<file path="config.mk">
export PLATFORM = sky130hd
export DESIGN_NAME = sorted_linked_list_store
export DESIGN_NICKNAME = d
export VERILOG_FILES = /design/src/hw/rtl/sls_pkg.sv /design/src/hw/rtl/sorted_linked_list_store.sv
export SDC_FILE = /design/constraint.sdc
export NUM_CORES = 2
export LEC_CHECK = 0
export ABC_AREA = 1
export BUFFER_PORTS_ARGS = -buffer_cell sky130_fd_sc_hd__buf_2
export CORE_ASPECT_RATIO = 0.8
export CORE_UTILIZATION = 60
export CTS_BUF_LIST = sky130_fd_sc_hd__clkbuf_16
export DETAILED_ROUTE_END_ITERATION = 8
export PLACE_DENSITY = 0.76
export REMOVE_ABC_BUFFERS = 1
export SYNTH_ARGS = -nofsm -noshare
export SYNTH_HDL_FRONTEND = slang
export SYNTH_SLANG_ARGS = --single-unit
</file>
<file path="constraint.sdc">
create_clock -name clk -period 17.6 [get_ports clk]
set_clock_uncertainty 0.1 [all_clocks]
set_input_delay 1.76 -clock clk [delete_from_list [all_inputs] [get_ports clk]]
set_output_delay 1.76 -clock clk [all_outputs]
set_load 0.03 [all_outputs]
</file>
<file path="src/hw/rtl/sls_pkg.sv">
// Shared types and constants of the sorted linked-list store.
// Holds node index and link types, op and status codes, and the reset value of the next links.
// Depends on nothing; imported by sorted_linked_list_store.
package sls_pkg;

	localparam int CAPACITY  = 32;
	localparam int IDX_W     = $clog2(CAPACITY);
	localparam int CNT_W     = $clog2(CAPACITY + 1);
	localparam int VALUE_W   = 32;
	localparam int OP_W      = 2;
	localparam int STATUS_W  = 3;
	localparam int ENTRIES_W = 6;

	typedef logic [IDX_W-1:0] idx_t;
	typedef logic [CNT_W-1:0] cnt_t;
	typedef logic [OP_W-1:0] op_t;
	typedef logic [STATUS_W-1:0] status_t;

	// A link is a node index with a flag that marks the end of a chain.
	typedef struct packed {
		logic none;
		idx_t idx;
	} link_t;

	localparam link_t LINK_NONE = '{none: 1'b1, idx: '0};

	localparam op_t OP_ADD     = 2'd0;
	localparam op_t OP_REMOVE  = 2'd1;
	localparam op_t OP_READOUT = 2'd2;

	localparam status_t ST_DONE      = 3'd0;
	localparam status_t ST_FULL      = 3'd1;
	localparam status_t ST_NOT_FOUND = 3'd2;
	localparam status_t ST_EMPTY     = 3'd3;
	localparam status_t ST_ELEMENT   = 3'd4;

	// After reset every node points to the one after it, which chains all
	// nodes into the free list; the last node ends the chain.
	function automatic link_t init_link(idx_t i);
		link_t l;
		if (int'(i) + 1 < CAPACITY) begin
			l = '{none: 1'b0, idx: IDX_W'(int'(i) + 1)};
		end else begin
			l = LINK_NONE;
		end
		return l;
	endfunction

endpackage

</file>
<file path="src/hw/rtl/sorted_linked_list_store.sv">
// Top level of the sorted linked-list store: control sequencer and node memories.
// Depends on sls_pkg for types, codes and the reset value of the next links.
//
// The block keeps up to CAPACITY signed 32-bit values in ascending order as a
// doubly linked list of nodes held in three synchronous memories (values, next
// links, previous links). Unused nodes are chained on a free list.
//
// Input channel (in_valid/in_ready, fields op and value): one beat is one
// command. An add inserts the value in front of the first stored element that
// is not smaller, a remove unlinks the first equal element, a readout walks the
// list. Op code 3 is taken and dropped without a result.
// Output channel (out_valid/out_ready, fields status, item, is_last, entries):
// add and remove give one beat; a readout gives one beat per element, or one
// "list empty" beat, with is_last set on the final beat of the command.
//
// Commands are handled one at a time; in_ready is high only while idle. The
// walk reads one node per cycle from the memories (one read port, registered
// read data) while the output register can take a beat; the walk of an add
// or a remove never stalls. A readout gives one beat per cycle while the
// receiver takes them. An output register sits between the sequencer and
// the receiver: a stalled receiver only holds the sequencer when a new beat
// must be loaded, and the walk resumes as soon as the beat is taken.
// Reset empties the list and chains all nodes into the free list at once; the
// block comes out of reset idle, with in_ready high.
module sorted_linked_list_store (
	input  logic                                clk,
	input  logic                                arst_n,
	input  logic                                in_valid,
	output logic                                in_ready,
	input  sls_pkg::op_t                        op,
	input  logic signed [sls_pkg::VALUE_W-1:0]  value,
	output logic                                out_valid,
	input  logic                                out_ready,
	output sls_pkg::status_t                    status,
	output logic signed [sls_pkg::VALUE_W-1:0]  item,
	output logic                                is_last,
	output logic [sls_pkg::ENTRIES_W-1:0]       entries
);
	import sls_pkg::*;

	typedef enum logic [3:0] {
		S_IDLE,
		S_ADD_POP,
		S_ADD_WALK,
		S_ADD_LINK,
		S_ADD_FIX,
		S_RM_WALK,
		S_RM_FREE,
		S_RD_WALK,
		S_DONE
	} state_t;

	state_t state_q;

	// Node memories. Values and previous links are only used for nodes that are
	// on the list, so they need no reset. Next links carry a written flag per
	// entry; an unwritten entry reads as its reset value.
	logic [VALUE_W-1:0] val_mem [CAPACITY];
	link_t              nl_mem  [CAPACITY];
	link_t              pl_mem  [CAPACITY];
	logic [CAPACITY-1:0] nl_vld_q;

	// Registered read data of the shared read address.
	logic [VALUE_W-1:0] val_rd_q;
	link_t              nl_mem_rd_q;
	link_t              pl_rd_q;
	logic               nl_vld_rd_q;
	idx_t               rd_addr_q;
	link_t              nl_rd;

	// Memory controls.
	logic  rd_en;
	idx_t  rd_addr;
	logic  val_we;
	logic  nl_we;
	idx_t  nl_waddr;
	link_t nl_wdata;
	logic  pl_we;
	idx_t  pl_waddr;
	link_t pl_wdata;

	// List state and work registers.
	link_t   first_q;
	link_t   free_q;
	cnt_t    count_q;
	logic signed [VALUE_W-1:0] v_q;
	idx_t    n_q;
	link_t   cur_q;
	link_t   prv_q;
	status_t res_q;

	// Output register.
	logic                      out_valid_q;
	status_t                   status_q;
	logic signed [VALUE_W-1:0] item_q;
	logic                      is_last_q;
	logic [ENTRIES_W-1:0]      entries_q;

	logic accept;
	logic full;
	logic slot_free;
	logic out_load;
	logic val_lt;
	logic val_eq;

	assign in_ready  = (state_q == S_IDLE);
	assign accept    = in_valid && in_ready;
	assign full      = (count_q >= CNT_W'(CAPACITY)) || free_q.none;
	assign slot_free = !out_valid_q || out_ready;
	// A new beat enters the output register in this cycle.
	assign out_load  = slot_free && (state_q == S_RD_WALK || state_q == S_DONE);
	assign nl_rd     = nl_vld_rd_q ? nl_mem_rd_q : init_link(rd_addr_q);
	assign val_lt    = $signed(val_rd_q) < v_q;
	assign val_eq    = $signed(val_rd_q) == v_q;

	assign out_valid = out_valid_q;
	assign status    = status_q;
	assign item      = item_q;
	assign is_last   = is_last_q;
	assign entries   = entries_q;

	always_ff @(posedge clk) begin
		if (val_we) begin
			val_mem[free_q.idx] <= value;
		end
		if (rd_en) begin
			val_rd_q <= val_mem[rd_addr];
		end
	end

	always_ff @(posedge clk) begin
		if (nl_we) begin
			nl_mem[nl_waddr] <= nl_wdata;
		end
		if (rd_en) begin
			nl_mem_rd_q <= nl_mem[rd_addr];
			nl_vld_rd_q <= nl_vld_q[rd_addr];
			rd_addr_q   <= rd_addr;
		end
	end

	always_ff @(posedge clk or negedge arst_n) begin
		if (!arst_n) begin
			nl_vld_q <= '0;
		end else if (nl_we) begin
			nl_vld_q[nl_waddr] <= 1'b1;
		end
	end

	always_ff @(posedge clk) begin
		if (pl_we) begin
			pl_mem[pl_waddr] <= pl_wdata;
		end
		if (rd_en) begin
			pl_rd_q <= pl_mem[rd_addr];
		end
	end

	// Memory accesses of each step. The only cycle that reads and writes the
	// same entry is the add that stores its value in the free head node while
	// fetching that node's links; the value read there is never used, so no
	// forwarding is needed.
	always_comb begin
		rd_en    = 1'b0;
		rd_addr  = first_q.idx;
		val_we   = 1'b0;
		nl_we    = 1'b0;
		nl_waddr = n_q;
		nl_wdata = LINK_NONE;
		pl_we    = 1'b0;
		pl_waddr = n_q;
		pl_wdata = LINK_NONE;
		unique case (state_q)
			S_IDLE: begin
				if (accept) begin
					if (op == OP_ADD) begin
						// Store the value in the free head node and fetch its
						// successor on the free list.
						val_we  = !full;
						rd_en   = !full;
						rd_addr = free_q.idx;
					end else if (op == OP_REMOVE || op == OP_READOUT) begin
						rd_en   = !first_q.none;
						rd_addr = first_q.idx;
					end
				end
			end
			S_ADD_POP: begin
				rd_en   = !first_q.none;
				rd_addr = first_q.idx;
			end
			S_ADD_WALK: begin
				rd_en   = val_lt && !nl_rd.none;
				rd_addr = nl_rd.idx;
			end
			S_ADD_LINK: begin
				nl_we    = 1'b1;
				nl_waddr = n_q;
				nl_wdata = cur_q;
				pl_we    = 1'b1;
				pl_waddr = n_q;
				pl_wdata = prv_q;
			end
			S_ADD_FIX: begin
				nl_we    = !prv_q.none;
				nl_waddr = prv_q.idx;
				nl_wdata = '{none: 1'b0, idx: n_q};
				pl_we    = !cur_q.none;
				pl_waddr = cur_q.idx;
				pl_wdata = '{none: 1'b0, idx: n_q};
			end
			S_RM_WALK: begin
				if (val_eq) begin
					// Unlink the matching node from both neighbors.
					nl_we    = !pl_rd_q.none;
					nl_waddr = pl_rd_q.idx;
					nl_wdata = nl_rd;
					pl_we    = !nl_rd.none;
					pl_waddr = nl_rd.idx;
					pl_wdata = pl_rd_q;
				end else begin
					rd_en   = !nl_rd.none;
					rd_addr = nl_rd.idx;
				end
			end
			S_RM_FREE: begin
				nl_we    = 1'b1;
				nl_waddr = n_q;
				nl_wdata = free_q;
			end
			S_RD_WALK: begin
				rd_en   = slot_free && !nl_rd.none;
				rd_addr = nl_rd.idx;
			end
			S_DONE: begin
			end
			default: begin
			end
		endcase
	end

	always_ff @(posedge clk or negedge arst_n) begin
		if (!arst_n) begin
			state_q     <= S_IDLE;
			first_q     <= LINK_NONE;
			free_q      <= '{none: 1'b0, idx: '0};
			count_q     <= '0;
			v_q         <= '0;
			n_q         <= '0;
			cur_q       <= LINK_NONE;
			prv_q       <= LINK_NONE;
			res_q       <= ST_DONE;
			out_valid_q <= 1'b0;
			status_q    <= ST_DONE;
			item_q      <= '0;
			is_last_q   <= 1'b0;
			entries_q   <= '0;
		end else begin
			if (out_valid_q && out_ready && !out_load) begin
				out_valid_q <= 1'b0;
			end
			unique case (state_q)
				S_IDLE: begin
					if (accept) begin
						v_q <= value;
						case (op)
							OP_ADD: begin
								if (full) begin
									res_q   <= ST_FULL;
									state_q <= S_DONE;
								end else begin
									n_q     <= free_q.idx;
									state_q <= S_ADD_POP;
								end
							end
							OP_REMOVE: begin
								if (first_q.none) begin
									res_q   <= ST_NOT_FOUND;
									state_q <= S_DONE;
								end else begin
									state_q <= S_RM_WALK;
								end
							end
							OP_READOUT: begin
								if (first_q.none) begin
									res_q   <= ST_EMPTY;
									state_q <= S_DONE;
								end else begin
									state_q <= S_RD_WALK;
								end
							end
							default: begin
							end
						endcase
					end
				end
				S_ADD_POP: begin
					free_q  <= nl_rd;
					prv_q   <= LINK_NONE;
					cur_q   <= first_q;
					state_q <= first_q.none ? S_ADD_LINK : S_ADD_WALK;
				end
				S_ADD_WALK: begin
					// Step past every element smaller than the new value.
					if (val_lt) begin
						prv_q <= '{none: 1'b0, idx: rd_addr_q};
						cur_q <= nl_rd;
						if (nl_rd.none) begin
							state_q <= S_ADD_LINK;
						end
					end else begin
						state_q <= S_ADD_LINK;
					end
				end
				S_ADD_LINK: begin
					state_q <= S_ADD_FIX;
				end
				S_ADD_FIX: begin
					if (prv_q.none) begin
						first_q <= '{none: 1'b0, idx: n_q};
					end
					count_q <= count_q + CNT_W'(1);
					res_q   <= ST_DONE;
					state_q <= S_DONE;
				end
				S_RM_WALK: begin
					if (val_eq) begin
						if (pl_rd_q.none) begin
							first_q <= nl_rd;
						end
						n_q     <= rd_addr_q;
						state_q <= S_RM_FREE;
					end else if (nl_rd.none) begin
						res_q   <= ST_NOT_FOUND;
						state_q <= S_DONE;
					end
				end
				S_RM_FREE: begin
					free_q  <= '{none: 1'b0, idx: n_q};
					count_q <= count_q - CNT_W'(1);
					res_q   <= ST_DONE;
					state_q <= S_DONE;
				end
				S_RD_WALK: begin
					if (slot_free) begin
						out_valid_q <= 1'b1;
						status_q    <= ST_ELEMENT;
						item_q      <= val_rd_q;
						is_last_q   <= nl_rd.none;
						entries_q   <= ENTRIES_W'(count_q);
						if (nl_rd.none) begin
							state_q <= S_IDLE;
						end
					end
				end
				S_DONE: begin
					if (slot_free) begin
						out_valid_q <= 1'b1;
						status_q    <= res_q;
						item_q      <= '0;
						is_last_q   <= 1'b1;
						entries_q   <= ENTRIES_W'(count_q);
						state_q     <= S_IDLE;
					end
				end
				default: begin
					state_q <= S_IDLE;
				end
			endcase
		end
	end

endmodule
</file>
==> out/results.txt <==
Status: finished clean
Data required, critical path: 18.04 ns
Worst-path clk slew: 0.06 ns
YS warnings: 0
H-tree depth: 4
Placement Rows: 112
Clock sinks: 1606
Register area share after synthesis: 66.5%
Most frequent cells in the layout: nand2_1 (1600), nand3_1 (1576), edfxtp_1 (1458), inv_1 (951), nand3b_1 (220)
MaxCap Viol Count: 0
Largest net degree at the start of global routing: 214
Core ar.: 0.117 sq mm
Slew at the pin closest to its max-slew limit: 1.17 ns
Share of cells above drive strength 1: 6.30%
Hold WC Path Type: reg2reg
First-pass GRT wire length: 292000 microns
PostCTS Resize Cnt: 0
CP max stage delay: 0.88 ns
Pwr dens: 195 mW/mm^2
Synth Area per Inst: 10.5 sq um
TritonCTS clock tree: built
Sequential Area: 0.0475 sq mm
1st-iter DRT viols: 7152
Worst Path Arrival: 8.09 ns
Post-layout minimum cycle time: 7.65 ns
Post-DP HPWL: 98600 microns
Most common cell after layout, fill and taps aside: nand2_1
Ordered list of cells on the worst path: buf_2 -> inv_1 -> nor2_4 -> buf_4 -> nand2_2 -> nand2_1 -> nand3_2 -> nand2_8 -> buf_4 -> buf_4 -> buf_4 -> buf_4 -> nand3b_1 -> nand3_1 -> nand3_1 -> nand3_1 -> nand2_1 -> nand2_1 -> nand2_1
Worst-skew pair later-pin latency: 0.79 ns
# IOs: 82
Tcrit/Tclk final: 43.5%
Fmax: 131 MHz
Yosys cell types: 44
TritonCTS Buffers: 157
Layout Area Growth over Synthesis: 8.66%
CTS Root Cell: clkbuf_16
Initial antenna violation count: 6
Clock Tree Buf Depth: 3
Placer congestion estimate: 0.929
Final setup viols: 0
Number of global-route vias before repair: 48100
Fin area: 0.0775 sq mm
DRT Pass-1 Iters: 6
Setup CP Type: in2reg
Area of the multi-input gates: 0.0188 sq mm
Die footprint: 0.120 sq mm
Flops & latches, synth: 1606
Port bufs: 81
Drt drc: 0
Die span in x: 388 microns
Via count: 50700
# fillers: 8595
WP buf/inv: 7
CTS Hold Bufs: 0
Drt wl/cell: 23.2 microns
Total Power: 15.1 mW
Leak: 31.8 nW
Total GRT Usage: 32.4%
Peak supply drop: 0.251 mV
Synthesized cell area: 0.0714 sq mm
Post-Synthesis Cells: 6802
Initial Util: 60.8%
Grt total ovfl: 0
CP Max Fanout: 145
Nets: 6792
Placement Cell Area: 0.0727 sq mm
Final Hold Vio Count: 0
Crit-path leading delay family: buffers and inverters
Post-CTS setup buffer count: 0
Critical path capture point type: flop
Height of the die: 310 microns
Worst slack at placement: 9.34 ns
Drt via density: 6.05
RSZ-0062 raised after global routing: no
Routed wire length: 195000 microns
Setup ws final: 9.95 ns
Most used cell, CP: buf_4
Relative slew margins: 22.2%
CP max stage cell: buf_4
Startpoint Class: primary input
DRT antenna net count: 0
Final slew viol count: 0
-- layout make-up --
type,instances,share of cell area (%)
clock inverter,125,0.979
timing repair buffer,160,1.38
multi-input combinational,3871,24.2
clock buffer,161,5.20
tap,1539,2.48
sequential,1606,61.2
inverter,916,4.46
antenna,5,0.0161
-- final timing paths --
path | start | endpoint | slack, ns | depth (start not counted)
setup / recovery | in_valid | val_rd_q[5] | 9.95 | 19
setup reg to reg | state_q[0] | val_rd_q[5] | 10.13 | 19
min in group asynchronous | arst_n | entries[1] | 0.96 | 1
hold / removal | nl_vld_q[11] | nl_vld_q[11] | 0.36 | 2
max in group asynchronous | arst_n | v_q[21] | 14.81 | 2
hold reg to reg | nl_vld_q[11] | nl_vld_q[11] | 0.36 | 2
-- power breakdown --
group / internal [mW] / switching [mW] / total (mW)
Sequential: 4.55 / 0.198 / 4.75
Clock: 1.77 / 1.41 / 3.17
Combinational: 1.97 / 5.21 / 7.18
-- metal layers --
metal	global-route usage (%)	vias up	wire length [microns]	share of wire, %
met5	0	-	36	0.018
met4	14.4	6	8170	4.2
li1	-	22800	-	-
met2	49.8	3099	87500	45
met1	44.5	24300	74700	38
met3	7.32	517	24300	12
-- sequential cells by signal (all words and copies together), names as in the netlist, 6 cells and up --
register / cells
pl_rd_q: 6
pl_mem: 192
v_q: 32
val_mem: 1024
nl_mem_rd_q: 6
first_q: 6
free_q: 6
cur_q: 6
count_q: 6
item: 32
prv_q: 6
nl_mem: 192
nl_vld_q: 32
val_rd_q: 32
entries: 6
-- metrics by stage --
| step | std cells | utilization [%] | TNS (ns) | hold slack [ns] |
|---|---|---|---|---|
| final | 8383 | 66.1 | 0 | 0.360 |
| after global routing | 8379 | 66.1 | 0 | 0.377 |
| after CTS | 8378 | 66.1 | 0 | 0.359 |
| after detailed placement | 8092 | 62.0 | 0 | 0.345 |
| after global placement | 8092 | 62.0 | 0 | 0.339 |
| after floorplan | 6393 | - | -1488.09 | 0.327 |
-- worst register-to-register path, cell delays in order (launching register included) --
cell and delay [ns]:
dfrtp_1 0.58, nor2_2 0.20, nand2_2 0.18, nor2_4 0.12
buf_4 0.57, nand2_2 0.22, nand2_1 0.13, nand3_2 0.20
nand2_8 0.71, buf_4 1.00, buf_4 0.90, buf_4 0.79
buf_4 0.70, nand3b_1 0.26, nand3_1 0.15, nand3_1 0.11
nand3_1 0.12, nand2_1 0.07, nand2_1 0.06, nand2_1 0.06
-- Yosys cell counts (all sizes together) --
cell type / n / area, sq um
a211oi: 2 / 15.0
dfstp: 3 / 78.8
dfrtp: 145 / 3630
ha: 41 / 513
o221ai: 6 / 52.6
nor3: 5 / 25.0
o211ai: 17 / 128
o2111ai: 13 / 114
nand4: 4 / 25.0
o22ai: 4 / 25.0
o41ai: 1 / 8.76
o21a: 1 / 7.51
and2: 2 / 12.5
clkinv: 2 / 7.51
nand3: 1579 / 7910
a21oi: 34 / 170
or2: 3 / 18.8
nand2: 1607 / 6060
xor2: 3 / 26.3
inv: 914 / 3430
a31oi: 3 / 18.8
nand3b: 220 / 1650
o21ai: 122 / 611
a2111oi: 1 / 8.76
nor2: 164 / 653
a22oi: 3 / 22.5
clkbuf: 97 / 364
a22o: 31 / 272
fa: 1 / 20.0
a32oi: 1 / 8.76
edfxtp: 1458 / 43800
buf: 312 / 1660
xnor2: 3 / 26.3
-- kinds of logic after synthesis --
kind of cell             count (synthesis)  synth area share [%]
XOR/XNOR                                 6                0.0737
buffers and inverters                 1325                  7.65
adder cells (fa/ha/maj)                 42                 0.747
AO/OA/AOI/OAI                          239                  2.05
AND/OR/NAND/NOR                       3584                  22.9
flip-flops                            1606                  66.5
Power figures use the tool's default switching activity.
